==> src/hw/rtl/sacts_pkg.sv <==
`timescale 1ns / 1ps
// Shared constants, types and a helper function of the cache tag store.
package sacts_pkg;

   // Fixed field widths of the request and response ports
   localparam int ADDR_W    = 32;
   localparam int WAY_OUT_W = 2;

   // Default cache geometry
   localparam int DEF_CAPACITY_BYTES = 8192;
   localparam int DEF_BLOCK_BYTES    = 32;
   localparam int DEF_WAYS           = 4;
   localparam int DEF_ADDRESS_BITS   = 32;

   // Access kinds carried on req_mode
   localparam logic MODE_LOAD  = 1'b0;
   localparam logic MODE_STORE = 1'b1;

   // Commands from the controller to the datapath
   typedef struct packed {
      logic clear;   // write one set of the clearing pass
      logic lookup;  // capture a request and launch the RAM read
      logic commit;  // resolve the lookup, update the RAMs and load the response
   } cmd_type;

   // Status from the datapath to the controller
   typedef struct packed {
      logic clear_last;  // clearing pass is at its last set
   } status_type;

   // Floor of log2, evaluated at elaboration
   function automatic int floor_log2(input longint unsigned v);
      longint unsigned x;
      int              n;
      x = v;
      n = 0;
      while (x > 1) begin
         x = x >> 1;
         n = n + 1;
      end
      return n;
   endfunction

endpackage

==> src/hw/rtl/sacts_ctrl.sv <==
`timescale 1ns / 1ps
// Controller state machine of the cache tag store: clearing pass, lookup and response handshake.
module sacts_ctrl (
   input  logic                 clock,
   input  logic                 reset,
   input  logic                 req_valid,
   output logic                 req_ready,
   output logic                 rsp_valid,
   input  logic                 rsp_ready,
   input  sacts_pkg::status_type status,
   output sacts_pkg::cmd_type    cmd
);

   typedef enum logic [1:0] {
      ST_CLEAR,
      ST_IDLE,
      ST_READ
   } state_type;

   state_type state_ff;
   state_type state_in;
   logic      rsp_valid_ff;
   logic      rsp_valid_in;
   logic      out_free;

   // Response slot can take a new result when empty or being drained
   assign out_free = !rsp_valid_ff || rsp_ready;

   // Decode commands from the current state
   always_comb begin
      cmd        = '0;
      cmd.clear  = (state_ff == ST_CLEAR);
      cmd.lookup = (state_ff == ST_IDLE) && req_valid;
      cmd.commit = (state_ff == ST_READ) && out_free;
   end

   assign req_ready = (state_ff == ST_IDLE);
   assign rsp_valid = rsp_valid_ff;

   // Next state
   always_comb begin
      state_in = state_ff;
      case (state_ff)
         ST_CLEAR: begin
            if (status.clear_last) begin
               state_in = ST_IDLE;
            end
         end
         ST_IDLE: begin
            if (req_valid) begin
               state_in = ST_READ;
            end
         end
         ST_READ: begin
            if (out_free) begin
               state_in = ST_IDLE;
            end
         end
         default: begin
            state_in = ST_CLEAR;
         end
      endcase
   end

   // Load the response on commit, drop it once taken
   always_comb begin
      rsp_valid_in = rsp_valid_ff;
      if (cmd.commit) begin
         rsp_valid_in = 1'b1;
      end else if (rsp_ready) begin
         rsp_valid_in = 1'b0;
      end
   end

   // Hold state and registered outputs
   always_ff @(posedge clock) begin
      if (reset) begin
         state_ff     <= ST_CLEAR;
         rsp_valid_ff <= 1'b0;
      end else begin
         state_ff     <= state_in;
         rsp_valid_ff <= rsp_valid_in;
      end
   end

endmodule

==> config.mk <==
export PLATFORM = sky130hd
export DESIGN_NAME = sacts_ctrl
export DESIGN_NICKNAME = d
export VERILOG_FILES = /design/src/hw/rtl/sacts_pkg.sv /design/src/hw/rtl/sacts_ctrl.sv
export SDC_FILE = /design/constraint.sdc
export NUM_CORES = 1
export LEC_CHECK = 0
export BUFFER_PORTS_ARGS = -buffer_cell sky130_fd_sc_hd__buf_2
export CAP_MARGIN = 10
export CORE_AREA = 2 2 39 41
export DETAILED_ROUTE_END_ITERATION = 8
export DIE_AREA = 0 0 41 43
export PLACE_DENSITY = 0.36
export SETUP_SLACK_MARGIN = 0.05
export SLEW_MARGIN = 20
export SYNTH_ARGS = -nofsm -noshare
export SYNTH_HDL_FRONTEND = slang
export SYNTH_SLANG_ARGS = --single-unit
==> constraint.sdc <==
create_clock -name clock -period 3.2 [get_ports clock]
set_clock_uncertainty 0.05 [all_clocks]
set_input_delay 0.32 -clock clock [delete_from_list [all_inputs] [get_ports clock]]
set_output_delay 0.32 -clock clock [all_outputs]
set_load 0.02 [all_outputs]
==> results_dict.tcl, run 1 <==
set metrics [dict create \
    status "finished clean" \
    synthesis.nets 22 \
    numCtsBuffers 3 \
    clk_path_buf_depth 2 \
    synthFlopType "dfxtp_1" \
    grt_pass1_wl_um 565 \
    hold_buffers 0 \
    setup_viol 0 \
    whs_ns 0.243 \
    rsz0062_at_grt "false" \
    gp_congestion 0.591 \
    ant_nets 0 \
    hold_depth 2 \
    powerDensity_nw_per_um2 514 \
    finalCritPeriodShare_pct 48.1 \
    synth.top_cell.area_share_pct 36.4 \
    synthToLayoutAreaGrowth_pct 50.8 \
    hpwlAfterDp_um 284 \
    dieArea_um2 1760 \
    nets 35 \
    r2r-end "state_ff[0]" \
    timing_worst_slew_pin_value_ns 0.273 \
    grt_pass1_vias 159 \
    synth_edf_count 0 \
    hp-start "reset" \
    setup_tns_ns 0 \
    die_w_um 41 \
    worstSetupPathType "flop to primary output" \
    yosys_warnings 0 \
    yosysTopAreaCell "dfxtp_1" \
    clk_latency_ns 0.23 \
    diodes 0 \
    rr_worst_depth 2 \
    num_io_pins 10 \
    holdPathEnd "rsp_valid" \
    worstHoldPathType "input pin to flop" \
    rows 14 \
    cts-resized-gates 0 \
    slowest_delay_ns 0.41 \
    port-buffer-count 9 \
    synthTopCellsByArea "dfxtp_1 36%, and3b_2 6.1%, nor4bb_1 6.1%, o21ba_2 6.1%, or4b_1 6.1%" \
    numClockSinks 3 \
    cts.clk_slew.worst_paths_ns 0.04 \
    crit_start "state_ff[1]" \
    synthCells 17 \
    ys_seq_area_share_pct 36.4 \
    synth.most_common_cell "dfxtp_1" \
    cts_setup_buffers 0 \
    drv_cap 0 \
    routed_wl_um 373 \
    critPathLaunchType "flop" \
    grt_max_degree 9 \
    htree_levels 1 \
    crit_chain "or2b_1 > nor2b_1 > buf_2" \
    root_buffer "clkbuf_4" \
    grt_usage_pct 5.42 \
    fmax_ghz 0.650 \
    crit_required_ns 2.83 \
    slowest_stage "dfxtp_1" \
    worst_ep_arrival_time_ns 1.17 \
    avgSynthCellArea_um2 9.72 \
    slew_headroom_pct 81.6 \
    antenna_found_initial 0 \
    hold_violations 0 \
    netlist_area_um2 165 \
    total_leakage_power_nw 0.116 \
    drt_iter0_markers 0 \
    synthTopCellsByCount "3 x dfxtp_1, 2 x nor2_1" \
    dieHeight_um 43 \
    ff2ff_setup_slack_ns 2.10 \
    ir_drop_v 0.000134 \
    worstPathMaxFanout 8 \
    layout-drive-gt1-share_pct 48.3 \
    synth_cell_types 14 \
    drc_errors 0 \
    drt-pass1-iter-count 1 \
    overflow 0 \
    reg2reg_from "state_ff[1]" \
    wire_per_inst_um 8.29 \
    vias 161 \
    fin_crit_ns 1.54 \
    cp-end-kind "primary output" \
    cts_tree "built" \
    synth-seq-cells 3 \
    ys_async_sr_fraction_pct 0 \
    core_area_um2 1380 \
    slew_viol_final 0 \
    start_util_pct 11.9 \
    via_per_inst 3.58 \
]
[where the power goes]
part           internal (mW)  switching, mW  leakage, nW  total [mW]
logic                0.00908         0.0103       0.0765      0.0194
registers             0.0397        0.00279       0.0246      0.0425
clock network         0.0467         0.0194       0.0150      0.0661
[worst max path at each step]
stage | endpoint | cells after the start
2_1_floorplan | cmd[0] | 3
3_3_place_gp | cmd[0] | 3
3_5_place_dp | cmd[0] | 3
4_1_cts | cmd[0] | 3
5_1_grt | cmd[0] | 3
6_report | cmd[0] | 3
[kinds of logic after synthesis]
group / after synthesis / synth area share, %
flip-flops: 3 / 36.4
AO/OA/AOI/OAI: 3 / 14.4
buffers and inverters: 1 / 4.55
AND/OR/NAND/NOR: 10 / 44.7
[critical path: cells and delay by family (launching register included)]
| kind | cells | cell delay (ns) |
|---|---|---|
| flops | 1 | 0.41 |
| buf+inv | 1 | 0.16 |
| simple gates | 2 | 0.37 |
[final cells by class]
class | instances | area [um^2]
clock buffers | 4 | 26.3
fillers | 160 | 1130
multi-input cells | 13 | 97.6
flip-flops and latches | 3 | 60.1
well taps | 16 | 20.0
repair buffers | 9 | 45.0
[flip-flops by register name, indices dropped and copies added, names as in the netlist]
register,count
state_ff,2
rsp_valid,1
[layer usage]
| metal | up-vias | track usage [%] | share of wire, % |
|---|---|---|---|
| met5 | - | 0 | 0 |
| met3 | 0 | 6.28 | 8.6 |
| met1 | 72 | 5.47 | 48 |
| met4 | 0 | 4.00 | 0 |
| li1 | 85 | - | - |
| met2 | 4 | 5.94 | 43 |
[cell usage in the layout, fill, tap and decap left out]
cell	count
clkbuf_4	3
dfxtp_1	3
nor4bb_1	1
and2b_1	1
nor2_1	2
nor2b_1	1
o41ai_1	1
and3b_1	1
a21oi_1	1
clkbuf_1	1
and3b_2	1
o21ba_2	1
nand2b_1	1
or2b_1	1
or4b_1	1
buf_2	9
[per-stage QoR]
stage               power [mW]  utilization (%)  area, um^2  std cells  setup slack [ns]
detailed placement      0.0627             16.1         223         41              1.90
floorplan               0.0550                -         165         17              1.98
global route             0.138             18.0         249         45              1.59
CTS                      0.132             18.0         249         45              1.65
finish                   0.128             18.0         249         45              1.66
global placement        0.0628             16.1         223         41              1.90
Power figures use the tool's default switching activity.
==> run 2: changes to the inputs <==
--- a/config.mk
+++ b/config.mk
@@ -5,12 +5,13 @@
 export SDC_FILE = /design/constraint.sdc
 export NUM_CORES = 1
 export LEC_CHECK = 0
+export ABC_AREA = 1
 export BUFFER_PORTS_ARGS = -buffer_cell sky130_fd_sc_hd__buf_2
 export CAP_MARGIN = 10
 export CORE_AREA = 2 2 39 41
 export DETAILED_ROUTE_END_ITERATION = 8
 export DIE_AREA = 0 0 41 43
-export PLACE_DENSITY = 0.36
+export PLACE_DENSITY = 0.38
 export SETUP_SLACK_MARGIN = 0.05
 export SLEW_MARGIN = 20
 export SYNTH_ARGS = -nofsm -noshare
==> constraint.sdc (replaced) <==
create_clock -name clock -period 1.32 [get_ports clock]
set_clock_uncertainty 0.05 [all_clocks]
set_input_delay 0.132 -clock clock [delete_from_list [all_inputs] [get_ports clock]]
set_output_delay 0.132 -clock clock [all_outputs]
set_load 0.02 [all_outputs]
==> run 2 against run 1 <==
Against the previous run:
- non-clock buffer count is the same
- cell count rose by 16%
- cell area up 2.5%
- first-iteration DRC count grew 2
- routed wire length is 4.0% lower
- clock power is 150% higher
- global-route usage hardly changed
- clock-buffer cell count stayed put
- setup slack got worse by 1.5 ns
- worst hold slack worse by 0.22 ns
- sequential cell count did not move
==> results_dict.tcl, run 2 <==
set metrics [dict create \
    setup_viol 0 \
    finalCritPeriodShare_pct 90.6 \
    hold_buffers 0 \
    cts.clk_slew.worst_paths_ns 0.03 \
    worstHoldPathType "input pin to flop" \
    setup_tns_ns 0 \
    core_area_um2 1380 \
    numClockSinks 3 \
    cp-end-kind "primary output" \
    antenna_found_initial 0 \
    ant_nets 0 \
    cts_setup_buffers 0 \
    synthTopCellsByCount "5 x inv_1, 4 x nand2_1, 3 x dfxtp_1" \
    critPathLaunchType "flop" \
    numCtsBuffers 3 \
    ys_seq_area_share_pct 35.3 \
    drc_errors 0 \
    mostFrequentLayoutCells "9 x buf_2, 5 x inv_1, 4 x nand2_1" \
    clk_latency_ns 0.23 \
    grt_usage_pct 5.41 \
    num_io_pins 10 \
    rsz0062_at_grt "false" \
    wire_per_inst_um 6.88 \
    timing_worst_slew_pin_value_ns 0.155 \
    diodes 0 \
    crit_family "flip-flops" \
    ir_drop_v 0.000375 \
    die_w_um 41 \
    largest-register "state_ff" \
    yosysTopAreaCell "dfxtp_1" \
    yosys_warnings 0 \
    grt_pass1_wl_um 510 \
    nFillCells 163 \
    start_util_pct 12.3 \
    synthesis.nets 29 \
    slowest_delay_ns 0.35 \
    synthFlopType "dfxtp_1" \
    cts_tree "built" \
    layout_commonest_cell "buf_2" \
    fmax_ghz 0.836 \
    hold_violations 0 \
    port-buffer-count 9 \
    synth.most_common_cell "inv_1" \
    synth-seq-cells 3 \
    ys_async_sr_fraction_pct 0 \
    nets 42 \
    final_area_um2 255 \
    avgSynthCellArea_um2 7.09 \
    dieHeight_um 43 \
    synthCells 24 \
    slowest_stage "dfxtp_1" \
    synth_edf_count 0 \
    synth.top_cell.area_share_pct 35.3 \
    grt_max_degree 7 \
    powerDensity_nw_per_um2 1230 \
    routed_wl_um 358 \
    worstPathMaxFanout 4 \
    crit_required_ns 1.14 \
    slew_headroom_pct 89.6 \
    synthToLayoutAreaGrowth_pct 50.0 \
    worstSetupPathType "flop to primary output" \
    clk_path_buf_depth 2 \
    worst_ep_arrival_time_ns 1.01 \
    drt_iter0_markers 2 \
    total_leakage_power_nw 0.138 \
    synthTopCellsByArea "dfxtp_1 35%, inv_1 11%, nand2_1 8.8%, nor2_2 7.4%, nor2_4 6.6%" \
    layout-drive-gt1-share_pct 52.8 \
    overflow 0 \
    grt_pass1_vias 146 \
    placed_cell_area_um2 228 \
    htree_levels 1 \
    via_per_inst 3.33 \
    dieArea_um2 1760 \
    status "finished clean" \
    synth_cell_types 14 \
    root_buffer "clkbuf_4" \
    netlist_area_um2 170 \
    slew_viol_final 0 \
    largest_register_ff_count 2 \
    fin_crit_ns 1.20 \
    rows 14 \
    drt-pass1-iter-count 2 \
    drv_cap 0 \
    vias 173 \
    crit_chain "inv_2 > nor3_1 > buf_2" \
    path_buf_inv 2 \
    gp_congestion 0.664 \
]
[run 2: cell count changes after synthesis, sizes merged, moves of 2 or more]
cell / change
inv: +6
nand2: +5
and3b: -2
nor2: +2
[run 2: routing by layer]
metal | part of all wire [%] | track usage [%] | up-vias
met1 | 47 | 4.79 | 67
met4 | 2.2 | 6.00 | 0
met2 | 37 | 4.69 | 8
met5 | 0 | 0 | -
met3 | 14 | 7.85 | 2
li1 | - | - | 96
[run 2: path summary, 6_finish.rpt]
check                     end   startpoint  cells after the start  slack, ns
setup / recovery       cmd[0]  state_ff[1]                      3       0.12
hold / removal    state_ff[1]        reset                      2       0.02
setup reg to reg  state_ff[0]  state_ff[1]                      5       0.45
hold reg to reg   state_ff[1]  state_ff[0]                      2       0.53
[run 2: logic make-up (layout without fill, tap and decap cells)]
family	Yosys count	after routing	share of synthesized area, %
buf+inv	7	19	17.6
simple gates	11	11	34.5
flops	3	3	35.3
compound gates	3	3	12.5
[run 2: power by group]
part,switching (mW),leakage (nW),internal [mW]
Combinational,0.0312,0.0984,0.0196
Sequential,0.00585,0.0248,0.0968
Clock,0.0482,0.0150,0.113
Total,0.0852,0.138,0.230
[run 2: area by class of cell]
class / instances / area, um^2 / area share [%]
multi-input combinational: 14 / 80.1 / 31.4
sequential: 3 / 61.3 / 24.0
timing repair buffer: 9 / 45.0 / 17.6
clock buffer: 4 / 26.3 / 10.3
inverter: 6 / 22.5 / 8.82
tap: 16 / 20.0 / 7.84
[run 2: per-stage QoR]
stage / std cells / power [mW] / hold WS, ns / utilization (%) / setup WS, ns
3_5_place_dp: 48 / 0.155 / 0.266 / 16.5 / 0.359
2_1_floorplan: 24 / 0.136 / 0.144 / - / 0.287
6_report: 52 / 0.315 / 0.0210 / 18.4 / 0.124
5_1_grt: 52 / 0.341 / 0.0136 / 18.4 / 0.0525
4_1_cts: 52 / 0.326 / 0.0116 / 18.4 / 0.0961
3_3_place_gp: 48 / 0.155 / 0.276 / 16.5 / 0.361
[run 2: what timing repair did]
action,4_1_cts,5_1_grt
setup endpoints to repair,0,1
gates resized for setup,0,1
endpoints found under the hold margin,0,0
